## src/rtl/core/mqlm_pkg.sv

```systemverilog
`timescale 1ns / 1ps

package mqlm_pkg;

    localparam logic       OP_ENQUEUE   = 1'b0;
    localparam logic       OP_DEQUEUE   = 1'b1;

    localparam logic [1:0] STATUS_OK    = 2'd0;
    localparam logic [1:0] STATUS_EMPTY = 2'd1;
    localparam logic [1:0] STATUS_FULL  = 2'd2;

    typedef enum logic [1:0] {
        ST_IDLE,
        ST_LOOKUP,
        ST_EXEC
    } mqlm_state_t;

    // controller -> datapath
    typedef struct packed {
        logic req_ready;
        logic capture;
        logic enq_step;
        logic deq_empty;
        logic node_rd;
        logic deq_commit;
    } mqlm_cmd_t;

    // datapath -> controller
    typedef struct packed {
        logic req_valid;
        logic out_free;
        logic is_deq;
        logic deq_ok;
    } mqlm_stat_t;

endpackage

```

## src/rtl/core/mqlm_ctrl.sv

```systemverilog
`timescale 1ns / 1ps

module mqlm_ctrl
    import mqlm_pkg::*;
(
    input  logic       clk,
    input  logic       rst_n,
    input  mqlm_stat_t stat,
    output mqlm_cmd_t  cmd
);

    mqlm_state_t state_reg;
    mqlm_state_t state_next;

    always_ff @(posedge clk or negedge rst_n)
    begin
        if (!rst_n)
        begin
            state_reg <= ST_IDLE;
        end
        else
        begin
            state_reg <= state_next;
        end
    end

    always_comb
    begin
        state_next = state_reg;
        case (state_reg)
            ST_IDLE:
            begin
                if (stat.req_valid)
                begin
                    state_next = ST_LOOKUP;
                end
            end
            ST_LOOKUP:
            begin
                if (stat.out_free)
                begin
                    state_next = (stat.is_deq && stat.deq_ok) ? ST_EXEC : ST_IDLE;
                end
            end
            ST_EXEC:
            begin
                if (stat.out_free)
                begin
                    state_next = ST_IDLE;
                end
            end
            default:
            begin
                state_next = ST_IDLE;
            end
        endcase
    end

    always_comb
    begin
        cmd = '0;
        case (state_reg)
            ST_IDLE:
            begin
                cmd.req_ready = 1'b1;
                cmd.capture   = stat.req_valid;
            end
            ST_LOOKUP:
            begin
                // an item only finishes when the result register can take it
                if (stat.out_free)
                begin
                    cmd.enq_step  = !stat.is_deq;
                    cmd.deq_empty = stat.is_deq && !stat.deq_ok;
                    cmd.node_rd   = stat.is_deq && stat.deq_ok;
                end
            end
            ST_EXEC:
            begin
                cmd.deq_commit = stat.out_free;
            end
            default:
            begin
                cmd = '0;
            end
        endcase
    end

endmodule

```

## config.mk

```make
export PLATFORM = sky130hd
export DESIGN_NAME = mqlm_ctrl
export DESIGN_NICKNAME = d
export VERILOG_FILES = /design/src/rtl/core/mqlm_pkg.sv /design/src/rtl/core/mqlm_ctrl.sv
export SDC_FILE = /design/constraint.sdc
export NUM_CORES = 1
export LEC_CHECK = 0
export BUFFER_PORTS_ARGS = -buffer_cell sky130_fd_sc_hd__buf_4
export CORE_AREA = 2 2 39 41
export DETAILED_ROUTE_END_ITERATION = 8
export DIE_AREA = 0 0 41 43
export PLACE_DENSITY_LB_ADDON = 0.12
export SLEW_MARGIN = 20
export SYNTH_ARGS = -nofsm -noshare
export SYNTH_HDL_FRONTEND = slang
export SYNTH_SLANG_ARGS = --single-unit
```

## constraint.sdc

```tcl
create_clock -name clk -period 1.1 [get_ports clk]
set_input_delay 0.22 -clock clk [delete_from_list [all_inputs] [get_ports clk]]
set_output_delay 0.22 -clock clk [all_outputs]
set_load 0.03 [all_outputs]
```

After elaboration in Yosys (flattened, before gate mapping)
Index checks and enable logic that the tools add are counted.

cells by class
  reductions and logical operators = 6
  muxes and demuxes = 9
  equal/unequal tests = 5

operators by type and width
  operator              count
  $mux W2               5
  $mux W3               2
  $ne A2 B2 Y1 const B  3
  $pmux W2 S3           1
  $reduce_and A3 Y1     1
  $eq A2 B1 Y1 const B  1
  $eq A2 B2 Y1 const B  1
  $logic_and A1 B1 Y1   2
  $logic_not A1 Y1      2
  $logic_not A2 Y1      1
  $mux W1               1

storage, ports and cells
  register bits = 2
  logic and storage cells = 21
  output and inout bits = 6
  input bits = 6

Depth between registers and ports, before layout
Gate-level depths: netlist (run 1).

  depth in word-level cells = 4
  depth in mapped cells = 2
  mapped depth without buffers = 2

Worst setup path after synthesis (run 1)
No wires, ideal clock.

  path type = register to output
  start point = reg state_reg[1]
  end point = out cmd[4] in the netlist's numbering
  buffers on the path = 0
  data required time = 880 ps
  data arrival time = 1,233 ps
  cell stages (with the launch flop) = 3
  path slack = -353 ps
  cells stage by stage = dfrtp_1 nor2_1 and2_1

RTL lines
  element                 line             RTL
  from (decl)             mqlm_ctrl.sv:12  mqlm_state_t state_reg;
  from (signal assigned)  mqlm_ctrl.sv:23  state_reg <= state_next;
  to (decl)               mqlm_ctrl.sv:9   output mqlm_cmd_t cmd

==> results of run 1 <==
-- layout make-up --
type / instances / area [µm²]
clock buffer: 4 / 26.3
fill: 159 / 1020
inverter: 2 / 7.51
multi-input combinational: 12 / 104
sequential: 2 / 52.6
tap: 16 / 20.0
timing repair buffer: 17 / 153
-- worst max-delay path by stage --
stage,from,end,slack [ps],cells past startpoint
5_1_grt,state_reg[1],cmd[2],-370,3
3_5_place_dp,state_reg[0],cmd[4],-70,4
2_1_floorplan,state_reg[1],cmd[1],-110,2
3_3_place_gp,state_reg[1],cmd[1],-70,3
6_report,state_reg[1],cmd[2],-300,3
4_1_cts,state_reg[1],cmd[2],-310,3
-- per-layer routing --
metal	up-vias	global-route usage, %	wire (µm)
li1	95	-	-
met1	91	5.43	152
met2	8	8.75	233
met3	0	5.24	25
met4	0	8.00	0
met5	-	0	0
-- metrics by stage --
step                total power, W  hold slack (ps)  setup WS [ps]  setup TNS [ps]  utilization [%]
detailed placement        0.000311             2.96          -68.7            -264             21.9
global route              0.000548              222           -366           -1890             26.2
floorplan                 0.000206            -75.6           -109            -361                -
finish                    0.000517              205           -304           -1540             26.2
CTS                       0.000528              208           -310           -1600             26.2
global placement          0.000308             2.02          -69.3            -243             21.9
-- power groups by stage --
stage,registers [W],logic (W),clock network [W]
floorplan,0.000109,0.0000970,0
global placement,0.000102,0.000205,0
detailed placement,0.000103,0.000208,0
CTS,0.000105,0.000232,0.000192
global route,0.000110,0.000243,0.000195
finish,0.000104,0.000229,0.000184
-- synthesized netlist by cell type --
cell type / number / share of area, %
nand2_1: 1 / 2.9
nor3b_1: 1 / 5.7
or2b_1: 1 / 5.7
and2_1: 1 / 4.8
dfrtp_1: 2 / 38
nor2_1: 3 / 8.6
inv_1: 2 / 5.7
a21oi_2: 1 / 6.7
o32ai_1: 1 / 6.7
nor3_1: 1 / 3.8
nand4b_1: 1 / 6.7
nand2b_1: 1 / 4.8
-- what timing repair did --
action                                  4_1_cts  5_1_grt
endpoints found under the setup margin        6        6
hold buffers                                  1        0
pin swaps                                     1        0
resized for setup                             7        0
endpoints found under the hold margin         2        0
-- cells by family (layout without fill, tap and decap cells) --
family          after synthesis  after routing  share of synthesized area [%]
buf+inv                       2             23                           5.72
simple gates                 10             10                           42.9
flops                         2              2                           38.1
compound gates                2              2                           13.3
==> out/results.txt, run 1 <==
The initial core utilization is 9.49%. In the layout the commonest cells are buf_4, buf_6, clkbuf_4. The run gives 1180 ps as the worst path arrival time.

The tools report the number of nets in the final layout as 44. Buffer type at the clock tree root: clkbuf_4. Family with the most delay on the worst path: flip-flops. Setup repair after global routing could not meet its margin everywhere. Count of final max-slew check failures: 0. The relative slew slack was 85.4%; the number of maximum-capacitance constraint violations was 0.

The post-route netlist has 75.7% of its cells at a drive strength greater than 1. In this run switching power makes up 33.0% of total power. The terminus of the critical flop-to-flop path is state_reg[1]. TritonCTS built the clock tree. Averaged over all synthesized cells, the footprint is 8.21 µm². For this design, the sink count on the clock tree is 2.

Pin placement for this block handled 12 I/O pins. The library cell used most frequently in the layout, excluding fill and tap cells, is buf_4. Counting flops and latches in the post-synthesis netlist gives 2. The endpoint kind of the worst setup timing path was a primary output. The total overflow left after global routing is 0. For the minimum setup slack in the final design, the log shows -304 ps. The floorplan step defined a core boundary enclosing 1380 µm². The setup check on the worst reg-to-reg path leaves a slack of 160 ps. The clock arrives with 9.49 ps of skew. Entering global routing, the biggest net connects 8 pins.

The number of buffers and inverters on the critical path is 1. The number of nets in the synthesized netlist is 22, and the worst path required time is 880 ps. Worst hold-check path type: in2reg. Across all layers, the routed design uses 194 vias.

The power density of the placed cells is 1420 nW/µm², and the sequential element share of the synthesized area is 38.1%. The synthesized netlist contains 12 unique library cells. After detailed routing, the number of remaining DRC violations is 0.

The number of endpoints with negative hold slack in the final report is 0. The area of all placed cells without fillers is 363 µm², and the final routed wire length divided by cell count is 7.75 µm. The largest individual stage delay along the critical path comes from the cell dfrtp_2.

Before antenna repair, the detailed router went through 2 iterations. The run gives 179 as the number of global-route vias before repair. Walking the worst path, the cells encountered are nand4b_1 > nor2_2 > buf_6. The internal portion of total power was 0.000346 W.

At the end of routability-driven placement, the weighted congestion stood at 0.696. The worst setup path is launched from a flop. The sum of net half-perimeters after detailed placement was 344 µm.

In this run the worst path has a maximum fanout of 4. Per report_power, the sequential group accounts for 20.2% of the total. In this run the power spent charging and discharging nets is 0.000171 W.

Summing every instance area after synthesis gives 131 µm². The smallest clock period supported by the final layout is computed as 1400 ps. In this run the horizontal extent of the chip is 41 µm. The proportion of power drawn by the clock network is 35.6%. Across every metal layer, demand over resource in global routing totals 6.71%. The worst stage delay on the critical path is 410 ps, and the final routed wirelength across all metal layers is 411 µm.

The gate count of the mapped netlist is 16. The startpoint of the lowest-slack hold path is stat[2]. The slew at the pin with the worst max-slew slack is 218 ps, and the count of input and output buffers is 11.

The Yosys step of the flow raised 0 warnings. The die covers 1760 µm². No sink is reached through more buffers than the 2 on the longest clock path.

Insertion delay of the later-clocked pin in the worst-skew pair: 230 ps. The worst-case IR drop observed on VDD is 0.421 mV. The first global-routing pass estimated 690 µm of wire.

The worst register-to-register path begins at state_reg[1]. The placed instances occupy a cell area of 303 µm². The cell depth of the worst hold path was 2; the count of standard-cell rows was 14. The number of buffers inserted during clock tree synthesis is 3. The mean number of vias per cell was 3.66; the remaining antenna violation count was 0. The number of antenna diodes in the final layout is 0. Setup violations remaining at the end of the flow were counted as 6. The post-layout instance count excluding filler cells is 53. Clock slew seen by the registers of the worst setup and hold paths: 40 ps.

The flow ran to the end, but the final reports show violations. The register with the most flip-flops in the layout has 2 of them. The kind of critical path was reg2out. The maximum level of the CTS H-tree came out at 1. The worst hold endpoint was state_reg[1]. Measured along the y axis, the die boundary spans 43 µm.

The number of antenna violations at the first check in global routing is 0, and the number of cells traversed by the worst register-to-register path is 2. From synthesis to final layout, the design area changed by 176%. The number of DRC markers after the initial detailed-route iteration is 1, and the combinational share of power is 44.3%.

In the finished design, the share of the clock period the worst path needs comes to 128%. The checks that failed: negative setup slack. In this run the static leakage power is 0.168 nW. The number of placed instances, taps included, is 48.

Derived from the worst setup path, the maximum achievable clock frequency is 0.712 GHz. The total setup buffers inserted after CTS is 0.
No activity file was read; power rests on OpenSTA's default activity.
==> inputs of run 2 (changes only) <==
--- a/config.mk
+++ b/config.mk
@@ -7,2 +7,3 @@
 export LEC_CHECK = 0
+export ABC_AREA = 1
 export BUFFER_PORTS_ARGS = -buffer_cell sky130_fd_sc_hd__buf_4
--- a/constraint.sdc
+++ b/constraint.sdc
@@ -3,2 +3,2 @@
 set_output_delay 0.22 -clock clk [all_outputs]
-set_load 0.03 [all_outputs]
+set_load 0.05 [all_outputs]
==> run 2 against run 1 <==
Compared with the run above: the run still ends with negative setup slack left; flip-flop and latch count unchanged; die area did not move; clock-buffer cell count did not move; critical endpoint is now cmd[4]; largest cell class unchanged; largest power group unchanged; highest routed layer unchanged.
==> out/results.txt, run 2 <==
The slew at the pin with the worst max-slew slack is 206 ps (was 218 ps). The first-pass GRT wire length is 828 µm (was 690 µm). Startpoint class of the critical path: a flop (unchanged).

The most common cell after layout, fill and taps aside is buf_4 (unchanged). The final routed wirelength across all metal layers came out at 440 µm (was 411 µm). Top area cells in the synthesized netlist: dfrtp_1, nor3_2, o21ai_1, inv_1, nand2_1 (was dfrtp_1, nor2_1, a21oi_2, nand4b_1, o32ai_1). The tools report the met2 usage as 10.9% (was 8.75%). The post-route DRC violation count is 0 (unchanged), and the number of nets in the synthesized netlist is 23 (was 22).

Setup repair after global routing could not meet its margin everywhere. The clock slew seen by the registers of the worst setup and hold paths is 30 ps (was 40 ps). The area growth from synthesis to layout is 209% (was 176%), and the area of all placed cells without fillers is 410 µm² (was 363 µm²).

Die area: 1760 µm² (unchanged). The tools report the count of pins on the block boundary as 12 (unchanged). Startpoint of the lowest-slack hold path: stat[2] (unchanged).

The relative slew slack was 86.2% (was 85.4%); the power density of the placed cells was 1480 nW/µm² (was 1420 nW/µm²). The number of enable flip-flop cells after synthesis was 0 (unchanged). The gate count of the mapped netlist was 17 (was 16); the number of cells traversed by the worst register-to-register path was 7 (was 2). The busiest metal layer after global routing is met2 (unchanged).

The kind of critical path was reg2out (unchanged). The core region area is 1380 µm² (unchanged). The ratio of final minimum period to clock period is 120% (was 128%), and the total clock sinks is 2 (unchanged). The slack of the worst reg-to-reg path is -60 ps (was 160 ps), and the fraction of synthesis flops using an asynchronous set or reset pin is 100% (unchanged). The run gives 2 (unchanged) as the maximum clock insertion buffer count. The total cell area at the placement stage is 309 µm² (was 303 µm²). The final period demand of the worst path is 1320 ps (was 1400 ps). The logic depth of the worst setup path including buffers is 5 (was 3).

Insertion delay of the later-clocked pin in the worst-skew pair: 230 ps (about the same). The worst hold endpoint was state_reg[0] (was state_reg[1]). The final number of setup-violating endpoints is 7 (was 6). The logs give 9.58% (was 9.49%) for the initial core utilization and 7.95% (was 6.71%) for the overall fraction of global-route tracks in use. The maximum operating frequency was 0.756 GHz (was 0.712 GHz); the number of maximum-capacitance constraint violations was 0 (unchanged). Violations in the final reports: negative setup slack (unchanged). The maximum level of the CTS H-tree came out at 1 (unchanged). The post-synthesis cell type count came out at 12 (unchanged).

The proportion of layout cells with a drive suffix above 1 came out at 80.0% (was 75.7%). The setup TNS is -1230 ps (was -1540 ps). The portion of synthesized cell area occupied by the leading cell type was 37.7% (was 38.1%). The cell type of the slowest stage on the worst timing path was dfrtp_1 (was dfrtp_2). The count of input and output buffers was 11 (unchanged). Critical-path cell list: buf_6 > nor2_4 > nand2_2 > clkinvlp_4 > buf_8 (was nand4b_1 > nor2_2 > buf_6). The run finished, with violations left. The commonest register cell after synthesis was dfrtp_1 (unchanged). The logs give 133 µm² (was 131 µm²) for the total standard cell area after synthesis and 3.31 ps (was 9.49 ps) for the setup skew after layout.

The terminus of the critical flop-to-flop path was state_reg[0] (was state_reg[1]). The logs give 0.182 nW (was 0.168 nW) for the leakage component of the power and 7.44% (was 5.43%) for the met1 layer usage reported by global route. The tools report the number of iterations in the first detailed-routing pass as 1 (was 2).

The tools report the sum of net half-perimeters after detailed placement as 337 µm (was 344 µm). TritonCTS built the clock tree. The count of filler cells inserted in the layout came out at 149 (was 159).

The largest area contributor in the netlist is dfrtp_1 (unchanged). The number of warning messages in the yosys log came out at 0 (unchanged). The number of diodes was 0 (unchanged); the cell depth of the worst hold path was 2 (unchanged).

The mean number of vias per cell works out to 3.50 (was 3.66). The number of endpoints with negative hold slack in the final report was 0 (unchanged); the count of standard-cell rows was 14 (unchanged). The worst stage delay on the critical path works out to 390 ps (was 410 ps). The synthesized area divided by synthesized cell count is 7.80 µm² (was 8.21 µm²), and the synthesized flop and latch total is 2 (unchanged). Routability congestion estimate from global placement: 0.661 (was 0.696). The tools report the endpoint kind of the worst setup timing path as a primary output (unchanged). Most frequent cells in the layout: buf_4, buf_6, nor3_4, clkbuf_4 (was buf_4, buf_6, clkbuf_4). The worst-path maximum fanout is 2 (was 4). The number of flip-flops in the largest register was 2 (unchanged). The number of nets in the final layout was 47 (was 44); the met3 routing resource usage after global routing was 3.14% (was 5.24%). The number of global-route vias before repair was 204 (was 179); the worst path arrival time was 1100 ps (was 1180 ps). The tools report the peak ir drop on the vdd network as 0.452 mV (was 0.421 mV). The run gives 5 (was 8) as the largest net degree at the start of global routing. For the overall via count from detail_route, the log shows 196 (was 194).

The logs give 0.000609 W (was 0.000517 W) for the overall power and -223 ps (was -304 ps) for the minimum setup slack in the final design. The buffer type at the clock tree root was clkbuf_4 (unchanged). For the worst path required time, the log shows 880 ps (about the same).

The total grt overflow was 0 (unchanged). Most common library cells after synthesis: dfrtp_1, inv_1, nand2_1, nor3_2, o21ai_1 (was nor2_1, dfrtp_1, inv_1). The tools report the launch instance of the worst register-to-register path as state_reg[1] (unchanged).

The family with the most delay on the worst path was flip-flops (unchanged). For the count of final max-slew check failures, the log shows 0 (unchanged). The logs give 0 (unchanged) for the remaining antenna violation count and 37.7% (was 38.1%) for the sequential element share of the synthesized area.

The overall die height is 43 µm (unchanged). The die outline width came out at 41 µm (unchanged). The number of DRC markers after the initial detailed-route iteration is 0 (was 1), and the number of buffers and inverters on the critical path is 3 (was 1). For the number of antenna violations at the first check in global routing, the log shows 0 (unchanged). The worst hold-check path type is in2reg (unchanged). Number of buffers inserted during clock tree synthesis: 3 (unchanged). The final routed wire length divided by cell count is 7.86 µm (was 7.75 µm).
-- run 2: timing repair --
| action | in CTS | in global routing |
|---|---|---|
| buffers inserted | 2 | 1 |
| setup endpoints to repair | 6 | 7 |
| pin swaps | 2 | 1 |
| resized for setup | 10 | 1 |
| gates cloned | 0 | 0 |
| hold endpoints to repair | 2 | 0 |
| hold buffers | 1 | 0 |
-- run 2: power breakdown --
group          internal [W]  switching, W  leakage, nW  total, W
clock network      0.000135     0.0000476       0.0150  0.000183
logic              0.000148      0.000170        0.142  0.000317
registers         0.0000865     0.0000223       0.0247  0.000109
-- run 2: area by class of cell --
class | count | area, µm² | area share (%)
tap | 16 | 20.0 | 4.88
inverter | 3 | 15.0 | 3.66
timing repair buffer | 19 | 179 | 43.6
sequential | 2 | 51.3 | 12.5
multi-input combinational | 12 | 119 | 29.0
clock buffer | 4 | 26.3 | 6.40
-- run 2: worst max-delay path by stage --
stage,from,to
final,state_reg[1],cmd[4]
after global routing,state_reg[0],cmd[4]
after CTS,state_reg[1],cmd[4]
after detailed placement,state_reg[1],cmd[4]
after global placement,state_reg[1],cmd[4]
after floorplan,state_reg[0],cmd[4]
-- run 2: cell families (layout without fill, tap and decap cells) --
group           Yosys count  count (layout)  synth area share [%]
flops                     2               2                  37.7
simple gates             10              10                  46.2
compound gates            2               2                  7.55
buf+inv                   3              26                  8.49
-- run 2: metal layers --
metal  vias to the layer above  wire length, µm
li1                        103                -
met1                        84              148
met2                         9              247
met3                         0               44
met4                         0                0
met5                         -                0
-- run 2: stage by stage --
stage / setup slack (ps) / utilization [%] / hold slack, ps / instances
6_report: -223 / 29.7 / 191 / 56
3_3_place_gp: -40.2 / 22.3 / 1.47 / 48
2_1_floorplan: -195 / - / -75.6 / 17
3_5_place_dp: -38.1 / 22.3 / 2.64 / 48
4_1_cts: -229 / 28.8 / 196 / 55
5_1_grt: -279 / 29.7 / 189 / 56
